==> src/kmap_div.sv <==
module kmap_div #(
  parameter int NB = 37,
  parameter int DW = 20
) (
  input  logic          clk,
  input  logic          rst,
  input  logic          start,
  input  logic [NB-1:0] dividend,
  input  logic [DW-1:0] divisor,
  output logic          done,
  output logic [NB-1:0] quotient
);

  localparam int IW = $clog2(NB + 1);

  logic          busy;
  logic [IW-1:0] itr;
  logic [DW-1:0] rem;
  logic [NB-1:0] quo;
  logic [DW-1:0] dvs;
  logic [DW:0]   rem_sh;
  logic [DW:0]   rem_sub;
  logic          ge;

  // One restoring step: shift in next dividend bit, try subtract
  always_comb begin
    rem_sh  = {rem, quo[NB-1]};
    ge      = rem_sh >= {1'b0, dvs};
    rem_sub = rem_sh - {1'b0, dvs};
  end

  // Control
  always_ff @(posedge clk) begin
    if (rst) begin
      busy <= 1'b0;
      done <= 1'b0;
      itr  <= '0;
    end else begin
      done <= 1'b0;
      if (start) begin
        busy <= 1'b1;
        itr  <= IW'(NB);
      end else if (busy) begin
        itr <= itr - 1'b1;
        if (itr == IW'(1)) begin
          busy <= 1'b0;
          done <= 1'b1;
        end
      end
    end
  end

  // Datapath
  always_ff @(posedge clk) begin
    if (start) begin
      rem <= '0;
      quo <= dividend;
      dvs <= divisor;
    end else if (busy) begin
      rem <= ge ? rem_sub[DW-1:0] : rem_sh[DW-1:0];
      quo <= {quo[NB-2:0], ge};
    end
  end

  assign quotient = quo;

endmodule

==> config.mk <==
export PLATFORM = sky130hd
export DESIGN_NAME = kmap_div
export DESIGN_NICKNAME = d
export VERILOG_FILES = /design/src/kmap_div.sv
export SDC_FILE = /design/constraint.sdc
export NUM_CORES = 1
export LEC_CHECK = 0
export BUFFER_PORTS_ARGS = -buffer_cell sky130_fd_sc_hd__buf_2
export CAP_MARGIN = 10
export CORE_UTILIZATION = 50
export CTS_BUF_LIST = sky130_fd_sc_hd__clkbuf_4 sky130_fd_sc_hd__clkbuf_8
export DETAILED_ROUTE_END_ITERATION = 12
export GPL_TIMING_DRIVEN = 0
export PLACE_DENSITY = 0.87
export SLEW_MARGIN = 20
export SYNTH_ARGS = -nofsm -noshare
export SYNTH_HDL_FRONTEND = slang
export SYNTH_SLANG_ARGS = --single-unit
==> constraint.sdc <==
create_clock -name clk -period 2.4 [get_ports clk]
set_input_delay 0.12 -clock clk [delete_from_list [all_inputs] [get_ports clk]]
set_output_delay 0.12 -clock clk [all_outputs]
set_load 0.005 [all_outputs]
* Word-level counts from Yosys, hierarchy flattened
Index checks and enable logic that the tools add are counted.
W data, S select, Z words.
** Word-level totals
- Register bits :: 85
- Bits of input ports :: 60
- Output and inout port bits :: 38
** Operators by class
- Add/subtract/negate cells :: 2
- Order comparisons :: 1
- Eq/ne operators :: 1
- Multiplexer cells :: 9
- Bitwise gates (word level) :: 1
- Reduce and logical (&&, ||, !) cells :: 3
** Operator list (number)
- $mux W37 :: 2
- $ge A21 B20 Y1 :: 1
- $mux W20 :: 1
- $sub A20 B20 Y20 :: 1
- $mux W6 :: 2
- $eq A6 B1 Y1 const B :: 1
- $sub A6 B1 Y6 const B :: 1
- $mux W1 :: 4
- $reduce_or A3 Y1 :: 1
- $reduce_bool A2 Y1 :: 1
- $reduce_or A2 Y1 :: 1
- $not A1 Y1 :: 1

* Longest topological paths before layout
Gate-level depths: netlist (run 1).
- Depth in word-level cells :: 4
- Mapped depth :: 10
- Depth with buffers taken out :: 10

* Least setup slack after synthesis (run 1)
No wires, ideal clock.
- Path type :: flip-flop to flip-flop
- Start :: reg quo[36] (netlist: quotient[36])
- End :: reg rem[9]
- Setup time :: 0.088 ns
- Arrival time :: 2.217 ns
- Required time :: 2.312 ns
- Setup slack :: 0.094 ns
- Stages on the path, launching flop included :: 10
- Buffers on the path :: 0
- Cells stage by stage :: edfxtp_1 inv_1 ha_1 nand2b_1 a21oi_2 nor2_2 o41ai_4 o31ai_2 or3_1 a311oi_2
** On the way
- Cells in the longest elaborated chain, start to end :: 2
- Elaborated cells between the ends (all ways) :: 3
- Classes of those cells :: add/sub (1); order compare (1); mux (1)
** RTL lines
- from (decl) :: line 19 : logic [NB-1:0] quo;
- from (signal assigned) :: line 57 : quo <= dividend;
- from (signal assigned) :: line 61 : quo <= {quo[NB-2:0], ge};
- $sub A20 B20 Y20 / $ge A21 B20 Y1 (equally long branches) :: line 29, 28
- $mux W20 (*) :: line 60 : rem <= ge ? rem_sub[DW-1:0] : rem_sh[DW-1:0];
- to (signal assigned) :: line 60
- to (decl) :: line 18 : logic [DW-1:0] rem;
Mark *: on every way between the ends. The rest lies on a longest branch, timed or not.
A chain may end at the register's enable or synchronous reset.

* Worst setup path in the final report (run 1)
- Start :: reg dvs[4]
- End :: reg rem[18]
** On the way
- Cells in the longest elaborated chain, start to end :: 2
- Elaborated cells between the ends (all ways) :: 3
- Classes of those cells :: add/sub (1); order compare (1); mux (1)
** RTL lines
- from (decl) :: line 20 : logic [DW-1:0] dvs;
- from (signal assigned) :: line 58 : dvs <= divisor;
- $sub A20 B20 Y20 / $ge A21 B20 Y1 (equally long branches) :: line 29, 28
- $mux W20 (*) :: line 60
Marked as above.

==> impl_metrics.ini, run 1 <==
[yosys]
synth_area_um2 = 4550
synth_area_per_cell_um2 = 11.2
synthCells = 407
synth_edf_count = 57
synth_seq_cells = 85
ys_seq_area_frac = 0.500
syn-num-nets = 490
synth_cell_types = 59
async_reset_ff_frac = 0
synth-main-ff-cell = edfxtp_1
ys_warn_count = 0

[clocking]
cts_sinks = 85
cts_buffers = 9
clock_path_buffers = 2
path_clk_slew_ns = 0.10
clk_latency_ns = 0.37
cts_tree = built
ctsRootBufferMaster = clkbuf_8
htreeDepth = 3

[route]
met2_length_mm = 5.82
wl_met3_um = 898
drtIter0Drc = 202
route.top_layer_used = met4
antenna_left = 0
firstDrtPassIters = 4
vias = 3811
met1_length_mm = 4.60
via_per_inst = 5.77
drc = 0
drt_wl_total_mm = 11.6
wl_per_cell_um = 17.6

[timing]
finalWorstSetupSlack_ns = -0.0356
hold_slack_ns = 0.0431
min_period_ns = 2.44
fmax_mhz = 411
setup_viol = 3
hold_viol = 0
slew-limit-headroom = 0.492
clock_skew_ns = 0.0185
rsz0062_at_grt = yes
tightest_slew_ns = 0.761
period_share = 1.01
slew_viol_final = 0

[place]
io_buffers = 96
dp_hpwl_mm = 7.55
dp_cells = 611
gp_congestion = 0.956

[final_layout]
drive_gt1_frac = 0.399
multi_input_area_um2 = 2420
antenna_cells = 0
area.growth.synth_to_final_pct = 31.5
fin_cells = 660
final_nets = 630
ff_latch_area_um2 = 2270
n_fill_cell = 637
final_util = 0.682

[grt]
grt_usage = 0.237
grt_pass1_wl_mm = 17.9
grt_max_degree = 38
grt.overflow.total = 0
antenna_found_initial = 0
first_global_vias = 3773

[worst_setup_path]
arrival_ns = 2.71
r2r-start = dvs[4]
path_depth = 10
critPathKind = register to register
cp-endpoint = rem[18]
critical_path_required_ns = 2.68
start_kind = register
worstPathCellList = inv_2 > ha_4 > o211ai_1 > a21oi_4 > nor2_4 > o41ai_4 > o31ai_4 > buf_4 > a311o_1 > nor3_1
path_buf_inv = 2
startpoint = dvs[4]
r2r_end = rem[18]
slowest_delay_ns = 0.40
crit_family = compound AO/OA/AOI/OAI gates
r2r_setup_slack_ns = -0.04
r2r_cells = 10
critPathCaptureType = register
critPathMaxFanout = 7
slowest_stage = o41ai_4

[floorplan]
core_um2 = 8760
fp.dieH_um = 97.4
io_pins = 98
start_util = 0.519
die_w_um = 97.4
num_rows = 34
dieArea_um2 = 9480

[worst_hold_path]
worstHoldPathType = primary input to register

[pwr]
total_power_mw = 3.75
ir_drop_mv = 0.363
power_density_nw_per_um2 = 627
leakagePower_nw = 2.48

[status]
run_status = complete, but fails checks
failed_checks = negative setup slack

[job]
maxCapViolCount = 0
## placed cells by master, fill, tap and decap left out, types with 3 or more instances in the layout
cell type / instances
a211oi_1: 11
a21o_1: 4
a21oi_1: 12
a21oi_2: 8
a32oi_1: 4
buf_2: 96
buf_4: 14
buf_6: 3
clkbuf_1: 11
clkbuf_8: 9
dfxtp_1: 26
dlygate4sd3_1: 20
edfxtp_1: 57
ha_1: 6
ha_4: 14
inv_1: 19
inv_2: 7
inv_6: 3
mux2_2: 37
mux2i_1: 9
nand2_1: 21
nand2b_1: 4
nand3_1: 4
nor2_1: 38
nor3_1: 9
o21a_1: 3
o21ai_0: 7
o21ai_1: 8
o21bai_1: 3
or3_1: 4
xnor2_1: 11
xor2_1: 9
## report_power, final
part | leakage (nW) | internal, mW | switching, mW
registers | 0.799 | 1.71 | 0.0896
logic | 1.58 | 0.470 | 0.480
clock network | 0.0932 | 0.408 | 0.586
## routing by layer
metal  GRT usage  vias to the layer above
li1            -                     1782
met1       0.282                     1804
met2       0.407                      192
met3      0.0719                       33
met4      0.0792                        0
met5           0                        -
## worst min path at each step
| stage | start | to | slack (ns) | cells after the start |
|---|---|---|---|---|
| final | dividend[13] | quotient[13] | 0.04 | 2 |
| after global routing | dividend[6] | quotient[6] | 0.03 | 2 |
| after CTS | dividend[0] | quotient[0] | 0.03 | 3 |
| after detailed placement | divisor[1] | dvs[1] | 0.30 | 1 |
| after global placement | divisor[3] | dvs[3] | 0.30 | 1 |
| after floorplan | divisor[0] | dvs[0] | 0.22 | 0 |
## sequential cells by signal, indices dropped and copies added (netlist names)
name,cells
quotient,37
rem,20
dvs,20
itr,6
busy,1
done,1
## metrics by stage
| stage | setup WS (ns) | cell area, um^2 | setup TNS, ns |
|---|---|---|---|
| floorplan | 0.0944 | 4550 | 0 |
| global placement | -0.320 | 5160 | -16.93 |
| detailed placement | -0.438 | 5160 | -7.06 |
| CTS | -0.00638 | 5740 | -0.0121 |
| global route | -0.104 | 5980 | -0.856 |
| finish | -0.0356 | 5980 | -0.0898 |
## what timing repair did
action,4_1_cts,5_1_grt
endpoints found under the hold margin,20,0
setup buffers,5,9
pin swaps,7,21
hold buffers,20,0
gates resized for setup,30,34
endpoints found under the setup margin,21,21
cloned,1,0
## logic make-up (layout without fill, tap and decap cells)
| kind of cell | after synthesis | after routing | share of synthesized area |
|---|---|---|---|
| muxes | 48 | 48 | 0.116 |
| and+or+nand+nor | 103 | 103 | 0.110 |
| adders and majority gates | 23 | 23 | 0.0649 |
| xor gates and xnor gates | 20 | 20 | 0.0385 |
| AOI/OAI and AO/OA | 86 | 86 | 0.134 |
| DFF | 85 | 85 | 0.500 |
| buffers and inverters | 42 | 187 | 0.0374 |
## synth_stat cells, types with 5 or more instances
library cell / instances / area, um^2
inv_1: 26 / 97.6
dfxtp_1: 28 / 561
nor3_1: 9 / 45.0
nand2_1: 22 / 82.6
ha_1: 22 / 275
xnor2_1: 11 / 96.3
a21oi_1: 20 / 100
xor2_1: 9 / 78.8
clkbuf_1: 12 / 45.0
nand2b_1: 5 / 31.3
mux2i_1: 11 / 110
a211oi_1: 12 / 90.1
nor2_1: 38 / 143
o21ai_1: 8 / 40.0
edfxtp_1: 57 / 1710
mux2_2: 37 / 417
o21ai_0: 9 / 45.0
## worst register-to-register path, stage by stage, from the launching register on
cell	delay, ns
edfxtp_1	0.35
inv_2	0.05
ha_4	0.29
o211ai_1	0.14
a21oi_4	0.20
nor2_4	0.06
o41ai_4	0.40
o31ai_4	0.17
buf_4	0.18
a311o_1	0.31
nor3_1	0.20
## area by class of cell
class | instances | area share
multi-input combinational | 280 | 0.405
sequential | 85 | 0.380
timing repair buffer | 131 | 0.133
tap | 108 | 0.0226
clock buffer | 10 | 0.0220
inverter | 26 | 0.0163
buffer | 14 | 0.0113
clock inverter | 6 | 0.00900
Note: power is estimated with default switching activity, not from simulation.
==> run 2, diff against run 1 <==
--- a/config.mk
+++ b/config.mk
@@ -6,12 +6,13 @@
 export NUM_CORES = 1
 export LEC_CHECK = 0
 export BUFFER_PORTS_ARGS = -buffer_cell sky130_fd_sc_hd__buf_2
-export CAP_MARGIN = 10
+export CAP_MARGIN = 20
 export CORE_UTILIZATION = 50
 export CTS_BUF_LIST = sky130_fd_sc_hd__clkbuf_4 sky130_fd_sc_hd__clkbuf_8
 export DETAILED_ROUTE_END_ITERATION = 12
 export GPL_TIMING_DRIVEN = 0
-export PLACE_DENSITY = 0.87
+export MAX_ROUTING_LAYER = met4
+export PLACE_DENSITY = 0.84
 export SLEW_MARGIN = 20
 export SYNTH_ARGS = -nofsm -noshare
 export SYNTH_HDL_FRONTEND = slang
==> constraint.sdc (replaced) <==
create_clock -name clk -period 2.57 [get_ports clk]
set_input_delay 0.1285 -clock clk [delete_from_list [all_inputs] [get_ports clk]]
set_output_delay 0.1285 -clock clk [all_outputs]
set_load 0.005 [all_outputs]
==> impl_metrics.ini, run 2 (same netlist as run 1, synthesis figures left out) <==
[timing]
hold_viol = 0
min_period_ns = 2.51
setup_viol = 0
slew_viol_final = 0
clock_skew_ns = 0.0131
tightest_slew_ns = 0.751
fin_setup_tns_ns = 0
period_share = 0.978
finalWorstSetupSlack_ns = 0.0555
hold_slack_ns = 0.0442
fmax_mhz = 398
slew-limit-headroom = 0.499

[pwr]
ir_drop_mv = 0.424
power_density_nw_per_um2 = 608
total_power_mw = 3.50
leakagePower_nw = 2.48

[final_layout]
largest_register_ffs = 37
final_cell_area_um2 = 5750
antenna_cells = 0
final_common_cell = buf_2
area.growth.synth_to_final_pct = 26.4
final_nets = 625
mostFrequentLayoutCells = 96 x buf_2, 57 x edfxtp_1, 38 x nor2_1
fin_cells = 655
drive_gt1_frac = 0.340
final_util = 0.656

[worst_setup_path]
start_kind = register
critPathMaxFanout = 9
critPathKind = register to register
slowest_stage = o31ai_4
arrival_ns = 2.74
worstPathCellList = ha_1 > clkbuf_4 > a21oi_4 > o21ai_4 > or2_4 > o31ai_4 > buf_6 > mux2i_2 > a211oi_2
r2r-start = rem[15]
critical_path_required_ns = 2.80
slowest_delay_ns = 0.44
critPathCaptureType = register
startpoint = rem[15]

[route]
vias = 3633
firstDrtPassIters = 4
via_per_inst = 5.55
route.top_layer_used = met4
wl_met3_um = 686
met1_length_mm = 4.53
wl_per_cell_um = 16.0
drc = 0
drt_wl_total_mm = 10.5
met2_length_mm = 5.03
drtIter0Drc = 110
antenna_left = 0

[floorplan]
io_pins = 98
start_util = 0.519
fp.dieH_um = 97.4
die_w_um = 97.4
core_um2 = 8760
num_rows = 34
dieArea_um2 = 9480

[worst_hold_path]
worstHoldPathType = primary input to register
hp-start = dividend[21]

[clocking]
clock_path_buffers = 2
path_clk_slew_ns = 0.11
cts_tree = built
cts_sinks = 85
ctsRootBufferMaster = clkbuf_8
clk_latency_ns = 0.38
cts_buffers = 9
htreeDepth = 3

[grt]
grt_pass1_wl_mm = 16.7
grt.overflow.total = 0
first_global_vias = 3661
antenna_found_initial = 0
grt_usage = 0.226
grt_max_degree = 38

[place]
dp_hpwl_mm = 7.25
io_buffers = 96
dp_cells = 611
place_ws_ns = -0.268
postPlaceCellArea_um2 = 5160
gp_congestion = 0.912

[job]
maxCapViolCount = 0

[status]
run_status = finished, final reports clean
-- run 2: changes by cell type in the layout (fill, tap and decap cells not counted), moves of 2 or more --
cell     delta
a21oi_2     -5
inv_1       +6
ha_1       +14
inv_8       +2
buf_4       -6
a21oi_1     +5
ha_4       -14
inv_2       -6
-- run 2: area by class of cell --
cell class,instances,area (um^2)
well taps,108,135
clock inverters,7,97.6
flip-flops and latches,85,2270
plain buffers,15,75.1
repair buffers,125,752
fillers,672,3010
inverters,26,97.6
multi-input cells,280,2200
clock buffers,9,124
-- run 2: path summary, 6_finish.rpt --
| path | end | slack, ns | depth (start not counted) |
|---|---|---|---|
| max | rem[8] | 0.06 | 9 |
| min | quotient[21] | 0.04 | 2 |
| max reg2reg | rem[8] | 0.06 | 9 |
| min reg2reg | rem[5] | 0.51 | 2 |
-- run 2: per-layer routing --
metal,up-vias,GRT usage
met5,-,-
met4,0,0.0792
met3,23,0.0597
met2,126,0.364
met1,1709,0.276
li1,1775,-
-- run 2: power breakdown --
group,internal [mW],switching [mW],total (mW)
clock,0.485,0.572,1.06
combinational,0.368,0.405,0.772
sequential,1.60,0.0678,1.67
total,2.45,1.04,3.50
-- run 2: what timing repair did --
action	CTS	global route
endpoints found under the hold margin	20	0
setup endpoints to repair	21	19
hold buffers	20	0
pin swaps	2	5
resized for setup	2	24
setup buffers	1	7
cloned	0	1
-- run 2: worst max-delay path: cells and delay by family, from the launching register on --
kind / cells / cell delay (ns)
AOI/OAI and AO/OA: 4 / 0.80
adders and majority gates: 1 / 0.29
buffers and inverters: 2 / 0.40
DFF: 1 / 0.36
muxes: 1 / 0.24
and+or+nand+nor: 1 / 0.28
==> run 3, diff against run 2 <==
==> constraint.sdc (replaced) <==
create_clock -name clk -period 2.4 [get_ports clk]
set_input_delay 0.12 -clock clk [delete_from_list [all_inputs] [get_ports clk]]
set_output_delay 0.12 -clock clk [all_outputs]
set_load 0.005 [all_outputs]
==> impl_metrics.ini, run 3 (same netlist as run 1, synthesis figures left out) <==
[route]
drt_wl_total_mm = 10.9
antenna_left = 0
firstDrtPassIters = 4
via_per_inst = 5.56
drtIter0Drc = 129
wl_per_cell_um = 16.4
drc = 0
vias = 3702

[clocking]
ctsRootBufferMaster = clkbuf_8
clk_latency_ns = 0.37
htreeDepth = 3
cts_sinks = 85
cts_tree = built
path_clk_slew_ns = 0.11
cts_buffers = 9
clock_path_buffers = 2

[worst_setup_path]
crit_family = compound AO/OA/AOI/OAI gates
slowest_stage = edfxtp_1
critPathKind = register to register
critical_path_required_ns = 2.68
worstPathCellList = inv_2 > ha_4 > nand2b_4 > a21oi_2 > nor2_4 > o41ai_4 > o31ai_4 > or3_4 > a311oi_2
critPathCaptureType = register
arrival_ns = 2.67
slowest_delay_ns = 0.41
start_kind = register
path_buf_inv = 1
critPathMaxFanout = 7

[timing]
rsz0062_at_grt = yes
period_share = 0.994
hold_viol = 0
hold_slack_ns = 0.0414
fmax_mhz = 419
slew-limit-headroom = 0.498
clock_skew_ns = 0.0141
min_period_ns = 2.39
setup_viol = 0
slew_viol_final = 0
tightest_slew_ns = 0.752

[place]
io_buffers = 96
dp_hpwl_mm = 7.25
postPlaceCellArea_um2 = 5160
gp_congestion = 0.912
dp_cells = 611

[job]
maxCapViolCount = 0

[pwr]
ir_drop_mv = 0.455
leakagePower_nw = 2.56
power_density_nw_per_um2 = 635

[final_layout]
largest_register_ffs = 37
antenna_cells = 0
final_common_cell = buf_2
final_cell_area_um2 = 6140
drive_gt1_frac = 0.412
mostFrequentLayoutCells = 96 x buf_2, 57 x edfxtp_1, 38 x nor2_1
final_util = 0.701
final_nets = 636
fin_cells = 666
area.growth.synth_to_final_pct = 35.1

[grt]
grt_max_degree = 38
antenna_found_initial = 0
first_global_vias = 3746
grt.overflow.total = 0
grt_usage = 0.233
grt_pass1_wl_mm = 17.2

[floorplan]
dieArea_um2 = 9480
die_w_um = 97.4
io_pins = 98
core_um2 = 8760
fp.dieH_um = 97.4
num_rows = 34
start_util = 0.519

[worst_hold_path]
worstHoldPathType = primary input to register

[status]
run_status = finished, final reports clean
run 3: timing repair:
item	CTS	global route
setup buffers	12	9
gates resized for setup	26	50
hold endpoints to repair	20	0
setup endpoints to repair	21	21
hold buffers	20	0
pin swaps	7	26
cloned	1	0
run 3: final timing paths:
check,startpoint,end,depth (start not counted),slack (ns)
setup / recovery,dvs[1],rem[9],9,0.01
setup reg to reg,dvs[1],rem[9],9,0.01
hold / removal,dividend[5],quotient[5],2,0.04
hold reg to reg,itr[1],itr[1],2,0.52
run 3: through the flow:
| step | total power, mW | setup TNS (ns) | setup WS, ns |
|---|---|---|---|
| floorplan | 2.32 | 0 | 0.0944 |
| global placement | 2.54 | -17.12 | -0.344 |
| detailed placement | 2.56 | -7.44 | -0.438 |
| CTS | 3.78 | 0 | 0.00173 |
| global route | 4.08 | -0.611 | -0.0555 |
| finish | 3.90 | 0 | 0.0147 |
run 3: routing by layer:
layer  global-route usage  vias up  routed length, um
met5                    -        -                  0
met4               0.0837        0                210
met3               0.0583       23                754
met2                0.378      146               5410
met1                0.281     1744               4580
li1                     -     1789                  -
run 3: report_power, final:
| part | total (mW) | switching [mW] | internal [mW] | leakage [nW] |
|---|---|---|---|---|
| Sequential | 1.80 | 0.0846 | 1.71 | 0.799 |
| Clock | 1.13 | 0.606 | 0.519 | 0.113 |
| Combinational | 0.977 | 0.479 | 0.498 | 1.65 |
run 3: final cells by class:
class | count | area [um^2]
Clock buffer | 9 | 124
Multi-Input combinational cell | 280 | 2500
Clock inverter | 7 | 97.6
Buffer | 14 | 67.6
Inverter | 26 | 97.6
Tap cell | 108 | 135
Timing Repair Buffer | 137 | 850
Sequential cell | 85 | 2270
Fill cell | 596 | 2620
